[src/design/occupancy_grid_inflation_defines.svh]
// ---------------------------------------------------------------------------
// occupancy grid inflation assertion macros
// shared concurrent assertion forms, sampled on clk_i, off during reset
// ---------------------------------------------------------------------------
`ifndef OCCUPANCY_GRID_INFLATION_DEFINES_SVH
`define OCCUPANCY_GRID_INFLATION_DEFINES_SVH

// same-cycle implication
`define OGI_ASSERT_IMP(label, ante, cons) \
  label: assert property (@(posedge clk_i) disable iff (!rst_ni) (ante) |-> (cons)) \
    else $error("ogi assertion failed");

// next-cycle implication
`define OGI_ASSERT_NXT(label, ante, cons) \
  label: assert property (@(posedge clk_i) disable iff (!rst_ni) (ante) |=> (cons)) \
    else $error("ogi assertion failed");

`endif

[src/design/ogi_pkg.sv]
// ---------------------------------------------------------------------------
// ogi_pkg
// constants, types and cost table of the occupancy grid inflation block
// ---------------------------------------------------------------------------
`timescale 1ns / 1ps

package ogi_pkg;

  localparam int unsigned GRID_SIDE       = 512;
  localparam int unsigned INFLATION_CELLS = 4;

  localparam int unsigned COORD_W = 9;
  localparam int unsigned COST_W  = 7;
  localparam int unsigned DSQ_W   = 6;
  localparam int unsigned ROW_W   = $clog2(GRID_SIDE);
  localparam int unsigned POS_W   = ((ROW_W > COORD_W) ? ROW_W : COORD_W) + 2;
  localparam int unsigned WIN     = 2 * INFLATION_CELLS + 1;
  localparam int unsigned LIMIT   = INFLATION_CELLS * INFLATION_CELLS;
  localparam int unsigned QSQ_W   = $clog2(2 * LIMIT + 1);
  localparam int unsigned DR_W    = $clog2(INFLATION_CELLS + 1);
  localparam int unsigned CNT_W   = $clog2(WIN);

  localparam logic [COST_W-1:0] FULL_COST = COST_W'(100);

  typedef enum logic [1:0] {
    OP_CLEAR = 2'd0,
    OP_MARK  = 2'd1,
    OP_FREE  = 2'd2,
    OP_QUERY = 2'd3
  } op_e;

  typedef logic [GRID_SIDE-1:0] row_word_t;

  typedef struct packed {
    logic [COST_W-1:0] cost;
    logic              occupied;
    logic              inflated;
    logic [DSQ_W-1:0]  nearest_dist_sq;
  } result_t;

  typedef struct packed {
    logic            clear;
    logic            step;
    logic            row_ok;
    logic [DR_W-1:0] dr;
  } win_ctrl_t;

  typedef logic [2**DSQ_W-1:0][COST_W-1:0] cost_lut_t;

  // cost = 100 - largest k with (k*R)^2 <= 10000*d^2
  function automatic cost_lut_t build_cost_lut();
    cost_lut_t   lut;
    int unsigned lim;
    int unsigned k;
    int unsigned kr;
    lut = '0;
    for (int unsigned d2 = 0; d2 < 2**DSQ_W; d2++) begin
      lim = 10000 * d2;
      k   = 100;
      for (int unsigned s = 0; s < 100; s++) begin
        kr = k * INFLATION_CELLS;
        if (k > 0 && kr * kr > lim) begin
          k = k - 1;
        end
      end
      lut[d2] = COST_W'(100 - k);
    end
    return lut;
  endfunction

  localparam cost_lut_t COST_LUT = build_cost_lut();

endpackage

[src/design/ogi_win.sv]
// ---------------------------------------------------------------------------
// ogi_win
// shared row evaluator: nearest obstacle in one grid row of the window,
// folded into a running minimum of the squared distance
// ---------------------------------------------------------------------------
`timescale 1ns / 1ps

module ogi_win (
  input  logic                        clk_i,
  input  logic                        rst_ni,
  input  ogi_pkg::win_ctrl_t          ctrl_i,
  input  ogi_pkg::row_word_t          word_i,
  input  logic [ogi_pkg::COORD_W-1:0] col_i,
  output logic [ogi_pkg::DSQ_W-1:0]   best_o,
  output logic                        center_o
);
  import ogi_pkg::*;

  logic [QSQ_W-1:0] dr_ext;
  logic [QSQ_W-1:0] drsq;
  logic [POS_W-1:0] cpos;
  logic [QSQ_W-1:0] q;
  logic [QSQ_W-1:0] cand;
  logic             hit;
  logic [DSQ_W-1:0] best_q;
  logic             center_q;

  // nearest hit within this row
  always_comb begin
    dr_ext = QSQ_W'(ctrl_i.dr);
    drsq   = dr_ext * dr_ext;
    cand   = '0;
    cpos   = '0;
    q      = '0;
    hit    = 1'b0;
    for (int unsigned j = 0; j < WIN; j++) begin
      cpos = POS_W'(col_i) + POS_W'(j) - POS_W'(INFLATION_CELLS);
      q    = drsq + QSQ_W'((j - INFLATION_CELLS) * (j - INFLATION_CELLS));
      hit  = !cpos[POS_W-1] && (cpos < POS_W'(GRID_SIDE)) && word_i[cpos[ROW_W-1:0]]
             && (q != '0) && (q <= QSQ_W'(LIMIT));
      if (hit && (cand == '0 || q < cand)) begin
        cand = q;
      end
    end
  end

  always_ff @(posedge clk_i or negedge rst_ni) begin
    if (!rst_ni) begin
      best_q   <= '0;
      center_q <= 1'b0;
    end else if (ctrl_i.clear) begin
      best_q   <= '0;
      center_q <= 1'b0;
    end else if (ctrl_i.step && ctrl_i.row_ok) begin
      if (cand != '0 && (best_q == '0 || DSQ_W'(cand) < best_q)) begin
        best_q <= DSQ_W'(cand);
      end
      if (ctrl_i.dr == '0) begin
        center_q <= word_i[ROW_W'(col_i)];
      end
    end
  end

  assign best_o   = best_q;
  assign center_o = center_q;

endmodule

[config.mk]
export PLATFORM = sky130hd
export DESIGN_NAME = ogi_win
export DESIGN_NICKNAME = d
export VERILOG_FILES = /design/src/design/occupancy_grid_inflation_defines.svh /design/src/design/ogi_pkg.sv /design/src/design/ogi_win.sv
export SDC_FILE = /design/constraint.sdc
export NUM_CORES = 1
export LEC_CHECK = 0
export ABC_AREA = 0
export BUFFER_PORTS_ARGS = -buffer_cell sky130_fd_sc_hd__buf_2
export CAP_MARGIN = 20
export CORE_MARGIN = 4
export CORE_UTILIZATION = 45
export DETAILED_ROUTE_END_ITERATION = 10
export PLACE_DENSITY = 0.67
export SETUP_SLACK_MARGIN = 0.2
export SYNTH_ARGS = -nofsm -noshare
export SYNTH_HDL_FRONTEND = slang
export SYNTH_SLANG_ARGS = --single-unit
[constraint.sdc]
create_clock -name clk_i -period 3.2 [get_ports clk_i]
set_clock_uncertainty 0.2 [all_clocks]
set_input_delay 0.16 -clock clk_i [delete_from_list [all_inputs] [get_ports clk_i]]
set_output_delay 0.16 -clock clk_i [all_outputs]
set_load 0.01 [all_outputs]
# After elaboration in Yosys (flattened, before gate mapping)
# Cells that the tools add are included.
# Widths: inputs -> output; s select.
# totals
ff_bits,7
input_bits,529
elab_cells,177
# op_classes
add_sub_neg,21
multipliers,1
n_lt_le_gt_ge,33
muxes,35
reduce_logical,85
# ops
cell,count
$lt 9x10->1 const B,10
$lt 11x10->1 const B,9
$bmux 1 s9,10
$sub 10x3->11 const B,8
$mux 6,12
$logic_not 6->1,9
$lt 6x6->1,9
$logic_and 1x1->1,46
$add 9x3->10 const B,4
$reduce_bool 6->1,6
$le 6x5->1 const B,5
$add 9x2->10 const B,2
$mux 1,13
$add 9x1->10 const B,1
$add 9x4->10 const B,1
$sub 9x3->10 const B,1
$logic_not 1->1,9
$logic_or 1x1->1,9
$add 6x1->6 const B,1
$add 6x3->6 const B,1
$add 6x4->6 const B,1
$add 6x5->6 const B,1
$mul 3x3->6,1
$reduce_bool 2->1,3
2 further kinds,3

# Longest topological paths before layout
# logic_depth
depth_word,45
mapped_depth,105

# Least setup slack after synthesis
# OpenSTA, ideal clock, no wires.
# synth_path
path_type,input -> register
from,in col_i[2] (netlist bit)
to,"reg best_q[1], in the netlist best_o[1]"
arrival_time_ps,19650
t_required_ps,2879
slack_ps,-16770
path_stages,100
cell_sequence,buf_4 -> clkinv_1 -> buf_1 -> clkbuf_1 -> buf_2 -> buf_1 -> ha_1 -> xor2_1 -> clkbuf_1 -> nand4_1 -> nand3_1 -> a221oi_1 -> o311ai_1 -> o221ai_1 -> nand2_1 -> nand2_1 -> ha_1 -> nor2b_1 -> [... 64 more ...] -> clkbuf_1 -> nor2b_1 -> inv_1 -> ha_1 -> o2111a_1 -> a21oi_2 -> or2_1 -> clkbuf_1 -> a211o_1 -> ha_1 -> a21oi_1 -> nor2b_1 -> o21ai_0 -> nand2b_1 -> a221o_1 -> a211oi_4 -> a211oi_1 -> a41o_1
# synth_between
elab_chain_len,44
word_cells_on_any_way,139
cone_classes,add/sub: 17; order compare: 18; mux: 30; reduce/logical: 74
# synth_rtl
element,line_no,text
start: declaration,ogi_win.sv:13,"input logic [ogi_pkg::COORD_W-1:0] col_i,"
$sub 9x3->10,ogi_win.sv:37,cpos = POS_W'(col_i) + POS_W'(j) - POS_W'(INFLATION_CELLS);
"$bmux 1 s9, or another cell as far along",ogi_win.sv:39,hit = !cpos[POS_W-1] && (cpos < POS_W'(GRID_SIDE)) && word_i[cpos[ROW_W-1:0]]
$mux 1 (implied by the code) / $logic_and 1x1->1 (equally long branches),ogi_win.sv:39,
$logic_and 1x1->1,ogi_win.sv:39,
$logic_and 1x1->1 (2 in series),ogi_win.sv:40,&& (q != '0) && (q <= QSQ_W'(LIMIT));
$mux 6,ogi_win.sv:41,if (hit && (cand == '0 || q < cand)) begin
$lt 6x6->1 / $logic_not 6->1 (equally long branches),ogi_win.sv:41,
$logic_or 1x1->1,ogi_win.sv:41,
[... 27 more ...],n/a,
$logic_or 1x1->1,ogi_win.sv:41,
$logic_and 1x1->1,ogi_win.sv:41,
$mux 6 (*),ogi_win.sv:41,
$lt 6x6->1,ogi_win.sv:55,if (cand != '0 && (best_q == '0 || DSQ_W'(cand) < best_q)) begin
$logic_or 1x1->1,ogi_win.sv:55,
$logic_and 1x1->1,ogi_win.sv:55,
$reduce_bool 2->1 (no source line),n/a,
$reduce_and 2->1 (no source line),n/a,
end signal: assignment,ogi_win.sv:56,best_q <= DSQ_W'(cand);
end: declaration,ogi_win.sv:25,logic [DSQ_W-1:0] best_q;
# Mark *: on every way between the ends. The rest lies on a longest branch, timed or not. The select of a mux whose other input is x is not followed.
# A chain may end at the register's enable or synchronous reset.

# Final worst setup path
# layout_path
from,in col_i[0] (netlist bit)
to,"reg best_q[5], in the netlist best_o[5]"
# Same word-level chain as after synthesis.

==> flow_summary_export.csv <==
group,metric,value,unit
run_status,outcome,"complete, but fails checks",
run_status,failing_checks,"negative setup slack",
critical_path,crit_path_buf_inv_count,9,
layout,post_route_cells_drive_above_1_share,68.84,%
cts,clk-insertion-delay-late,0.24,ns
power_and_ir_drop,portion_of_total_power_attributed_to_the_clock_network,1.8,%
cts,worst_setup_hold_path_clk_slew,0.04,ns
synthesis,yosys-top-cells-area,"sky130_fd_sc_hd__mux4_2 (60%), sky130_fd_sc_hd__mux2i_1 (7.0%), sky130_fd_sc_hd__nand2_1 (4.1%)",
power_and_ir_drop,switching_portion_of_total_power,49.91,%
layout,filler_cells_inserted,4772,
floorplan,ios,536,
grt,grt.met1_usage,61.17,%
synthesis,syn_avg_cell_area,11.55,um2
synthesis,share_of_yosys_cell_area_claimed_by_the_top_area_cell_type,59.93,%
routing,wl_per_cell,35.95,um
synthesis,post_synth_instance_area,28410,um2
sta,timing.final.hold_violations,0,
critical_path,critical_path.endpoint,"best_o[5]",
power_and_ir_drop,power.density,295.5,nW/um2
place,buffer_ports.inserted,535,
routing,drtAntennaViolNets,0,
layout,multiInputGateArea,27570,um2
place,gp_congestion,1.155,
sta,post-route-worst-setup-slack,-13.39,ns
layout,seq_area,175.2,um2
critical_path,setup.worst_path.class,"in2reg",
cts,cts_tree,"done",
synthesis,ys.flop_type,"sky130_fd_sc_hd__dfrtp_1",
cts,cts_sinks,7,
power_and_ir_drop,comb_power_share,97.1,%
cts,cts.root.buffer_cell,"sky130_fd_sc_hd__clkbuf_16",
synthesis,synthDistinctLibCells,104,
job,cap_violations,0,
power_and_ir_drop,internal_power,6.265,mW
sta,worst_slew_margin_rel,21.78,%
sta,setup_viol,7,
floorplan,floorplan.rows,91,
grt,antenna_found_initial,34,
power_and_ir_drop,netSwitchingPower,6.242,mW
floorplan,initial_core_util,45.78,%
synthesis,syn-instance-count,2459,
synthesis,async_reset_ff_share,100.0,%
routing,dr.first_iter.drc_count,5571,
critical_path,worst-r2r-setup-slack,0.71,ns
power_and_ir_drop,seqPwrFrac,1.1,%
critical_path,slowest_stage_cell_cp,"sky130_fd_sc_hd__mux4_2",
critical_path,critPathMaxStageDelay,0.54,ns
floorplan,floorplan.die.width,259.3,um
sta,totalNegativeSetupSlack,-80.55,ns
critical_path,cp_required,3.11,ns
critical_path,worstReg2RegEnd,"best_o[5]",
routing,route.detailed.drc,0,
critical_path,rr_startpoint,"best_o[3]",
power_and_ir_drop,max-vdd-ir-drop,188.6,uV
grt,use_met2,73.53,%
cts,numCtsBuffers,3,
grt,global_route.usage.total,50.18,%
cts,cts_max_path_buffers,2,
synthesis,synth-seq-cells,7,
grt,wire_length_of_the_first_global_routing_pass,247000,um
sta,min_period,16.59,ns
synthesis,synth_sequential_area_ratio,0.6166,%
routing,drt_pass1_iterations,7,
sta,setup_repair_after_global_routing_missed_its_margin,"true",
hold_path,hold_path.class,"in2async",
critical_path,critPathMaxFanout,6,
sta,worst_pin_slew,1.151,ns
synthesis,synthDominantAreaCellType,"sky130_fd_sc_hd__mux4_2",
grt,grt-busiest-layer,"met2",
sta,final-max-slew-violation-count,0,
synthesis,yosys_warnings,0,
grt,grt_max_degree,56,
critical_path,path_delay_family,"compound AO/OA/AOI/OAI gates",
routing,post_drt_via_cell_ratio,7.465,
critical_path,cp-start-kind,"primary input",
layout,layout_overhead_on_the_synthesized_area,48.98,%
grt,grt.overflow.total,0,
grt,number_of_global_route_vias_before_repair,35798,
critical_path,worst_setup_path_startpoint,"col_i[0]",
layout,finalNetCount,4574,
routing,routed_wl,174600,um
critical_path,critPathCaptureType,"register",
sta,layout_worst_path_cycle_share,518.4,%
synthesis,syn-num-nets,3037,
place,dp_hpwl,146600,um
floorplan,core_region_area,62050,um2
floorplan,fp.dieArea,67210,um2
floorplan,floorplan.die.height,259.3,um
critical_path,path_depth,85,
critical_path,crit_top_cell,"sky130_fd_sc_hd__ha_4",
sta,achievable-frequency,60.29,MHz
critical_path,arrival,16.50,ns
routing,detailroute.via_count,36252,
grt,globalRouteMet3Util,24.40,%
synthesis,synth_edf_count,0,
power_and_ir_drop,total_leakage_power,17.77,nW
critical_path,reg2reg_depth,11,
power_and_ir_drop,total_power,12.51,mW
cts,h-tree-depth,1,
## what timing repair did
| item | 4_1_cts | 5_1_grt |
|---|---|---|
| buffers inserted | 48 | 32 |
| gates resized for setup | 100 | 74 |
| pin swaps | 42 | 73 |
| setup endpoints to repair | 7 | 7 |
| hold buffers | 2 | 0 |
| endpoints found under the hold margin | 10 | 0 |
| cloned | 4 | 2 |
## Yosys cell counts, types with 23 or more instances
| cell | instances |
|---|---|
| sky130_fd_sc_hd__a21oi_1 | 43 |
| sky130_fd_sc_hd__a22oi_1 | 37 |
| sky130_fd_sc_hd__a31oi_1 | 28 |
| sky130_fd_sc_hd__buf_1 | 23 |
| sky130_fd_sc_hd__buf_2 | 89 |
| sky130_fd_sc_hd__buf_4 | 30 |
| sky130_fd_sc_hd__buf_6 | 31 |
| sky130_fd_sc_hd__clkbuf_1 | 82 |
| sky130_fd_sc_hd__ha_1 | 49 |
| sky130_fd_sc_hd__inv_1 | 26 |
| sky130_fd_sc_hd__mux2_2 | 26 |
| sky130_fd_sc_hd__mux2i_1 | 200 |
| sky130_fd_sc_hd__mux4_2 | 756 |
| sky130_fd_sc_hd__nand2_1 | 312 |
| sky130_fd_sc_hd__nand3_1 | 110 |
| sky130_fd_sc_hd__nand4_1 | 24 |
| sky130_fd_sc_hd__nor2_1 | 81 |
| sky130_fd_sc_hd__nor3_1 | 39 |
| sky130_fd_sc_hd__o21ai_0 | 46 |
| sky130_fd_sc_hd__xnor2_1 | 39 |
## power by group through the flow
| stage | sequential [mW] | clock (mW) | combinational [mW] |
|---|---|---|---|
| floorplan | 0.143 | 0 | 5.97 |
| global placement | 0.134 | 0 | 10.7 |
| detailed placement | 0.137 | 0 | 10.8 |
| CTS | 0.136 | 0.221 | 11.3 |
| global route | 0.139 | 0.224 | 12.5 |
| finish | 0.137 | 0.221 | 12.2 |
## layout make-up
type	count	area share [%]
Timing Repair Buffer	1794	31.30
Antenna cell	24	0.1419
Multi-Input combinational cell	2158	65.15
Clock buffer	4	0.1862
Inverter	32	0.3281
Sequential cell	7	0.4139
Tap cell	837	2.474
## flip-flops by register name, indices dropped and copies added, names as in the netlist
signal / count
best_o: 6
center_o: 1
## worst min path at each step
stage | start | endpoint | slack (ns)
floorplan | rst_ni | best_o[0] | -0.34
global placement | rst_ni | best_o[4] | -0.20
detailed placement | rst_ni | best_o[4] | -0.19
CTS | rst_ni | best_o[2] | 0.09
global route | rst_ni | best_o[0] | 0.13
finish | rst_ni | best_o[2] | 0.09
## logic make-up after synthesis
group | Yosys count | share of synthesized area, %
AO/OA/AOI/OAI | 367 | 9.716
AND/OR/NAND/NOR | 694 | 11.45
XOR/XNOR | 64 | 2.114
adder cells (fa/ha/maj) | 49 | 2.158
multiplexers | 984 | 68.11
buffers and inverters | 294 | 5.840
flip-flops | 7 | 0.6166
## cells in the final DEF, fill, tap and decap left out, types with 12 or more instances in the layout
master / n
sky130_fd_sc_hd__mux2i_2: 12
sky130_fd_sc_hd__and3_1: 12
sky130_fd_sc_hd__nor2_1: 79
sky130_fd_sc_hd__a31oi_1: 26
sky130_fd_sc_hd__a21oi_1: 34
sky130_fd_sc_hd__diode_2: 24
sky130_fd_sc_hd__a21o_1: 15
sky130_fd_sc_hd__mux2i_1: 184
sky130_fd_sc_hd__buf_2: 531
sky130_fd_sc_hd__ha_4: 12
sky130_fd_sc_hd__nand3_1: 110
sky130_fd_sc_hd__a32oi_1: 12
sky130_fd_sc_hd__inv_1: 19
sky130_fd_sc_hd__o21ai_0: 33
sky130_fd_sc_hd__xnor2_1: 26
sky130_fd_sc_hd__nor3_1: 33
sky130_fd_sc_hd__a22oi_1: 37
sky130_fd_sc_hd__ha_1: 35
sky130_fd_sc_hd__nand2_1: 307
sky130_fd_sc_hd__mux2_2: 24
sky130_fd_sc_hd__buf_4: 1162
sky130_fd_sc_hd__mux4_2: 756
sky130_fd_sc_hd__buf_12: 60
sky130_fd_sc_hd__and2_1: 17
sky130_fd_sc_hd__buf_6: 21
sky130_fd_sc_hd__nand4_1: 24
sky130_fd_sc_hd__nor2b_1: 18
sky130_fd_sc_hd__o211ai_1: 22
sky130_fd_sc_hd__xnor2_2: 12
sky130_fd_sc_hd__xor2_1: 17
## per-stage QoR
step / utilization, % / hold WS [ns] / area, um2 / instances / worst slack, ns
3_3_place_gp: 65.30 / -0.2027 / 40520 / 4740 / -13.60
2_1_floorplan: - / -0.3356 / 29100 / 2459 / -14.15
4_1_cts: 67.05 / 0.09135 / 41610 / 4798 / -12.76
3_5_place_dp: 65.30 / -0.1949 / 40520 / 4740 / -13.90
6_report: 68.20 / 0.09189 / 42320 / 4856 / -13.39
5_1_grt: 68.16 / 0.1252 / 42300 / 4846 / -14.20
## metal layers
metal	share of wire [%]	up-vias
met5	0.12	-
met4	7.7	28
met3	17	880
met2	42	3725
met1	33	17834
li1	-	13785
Note: power is estimated with default switching activity, not from simulation.
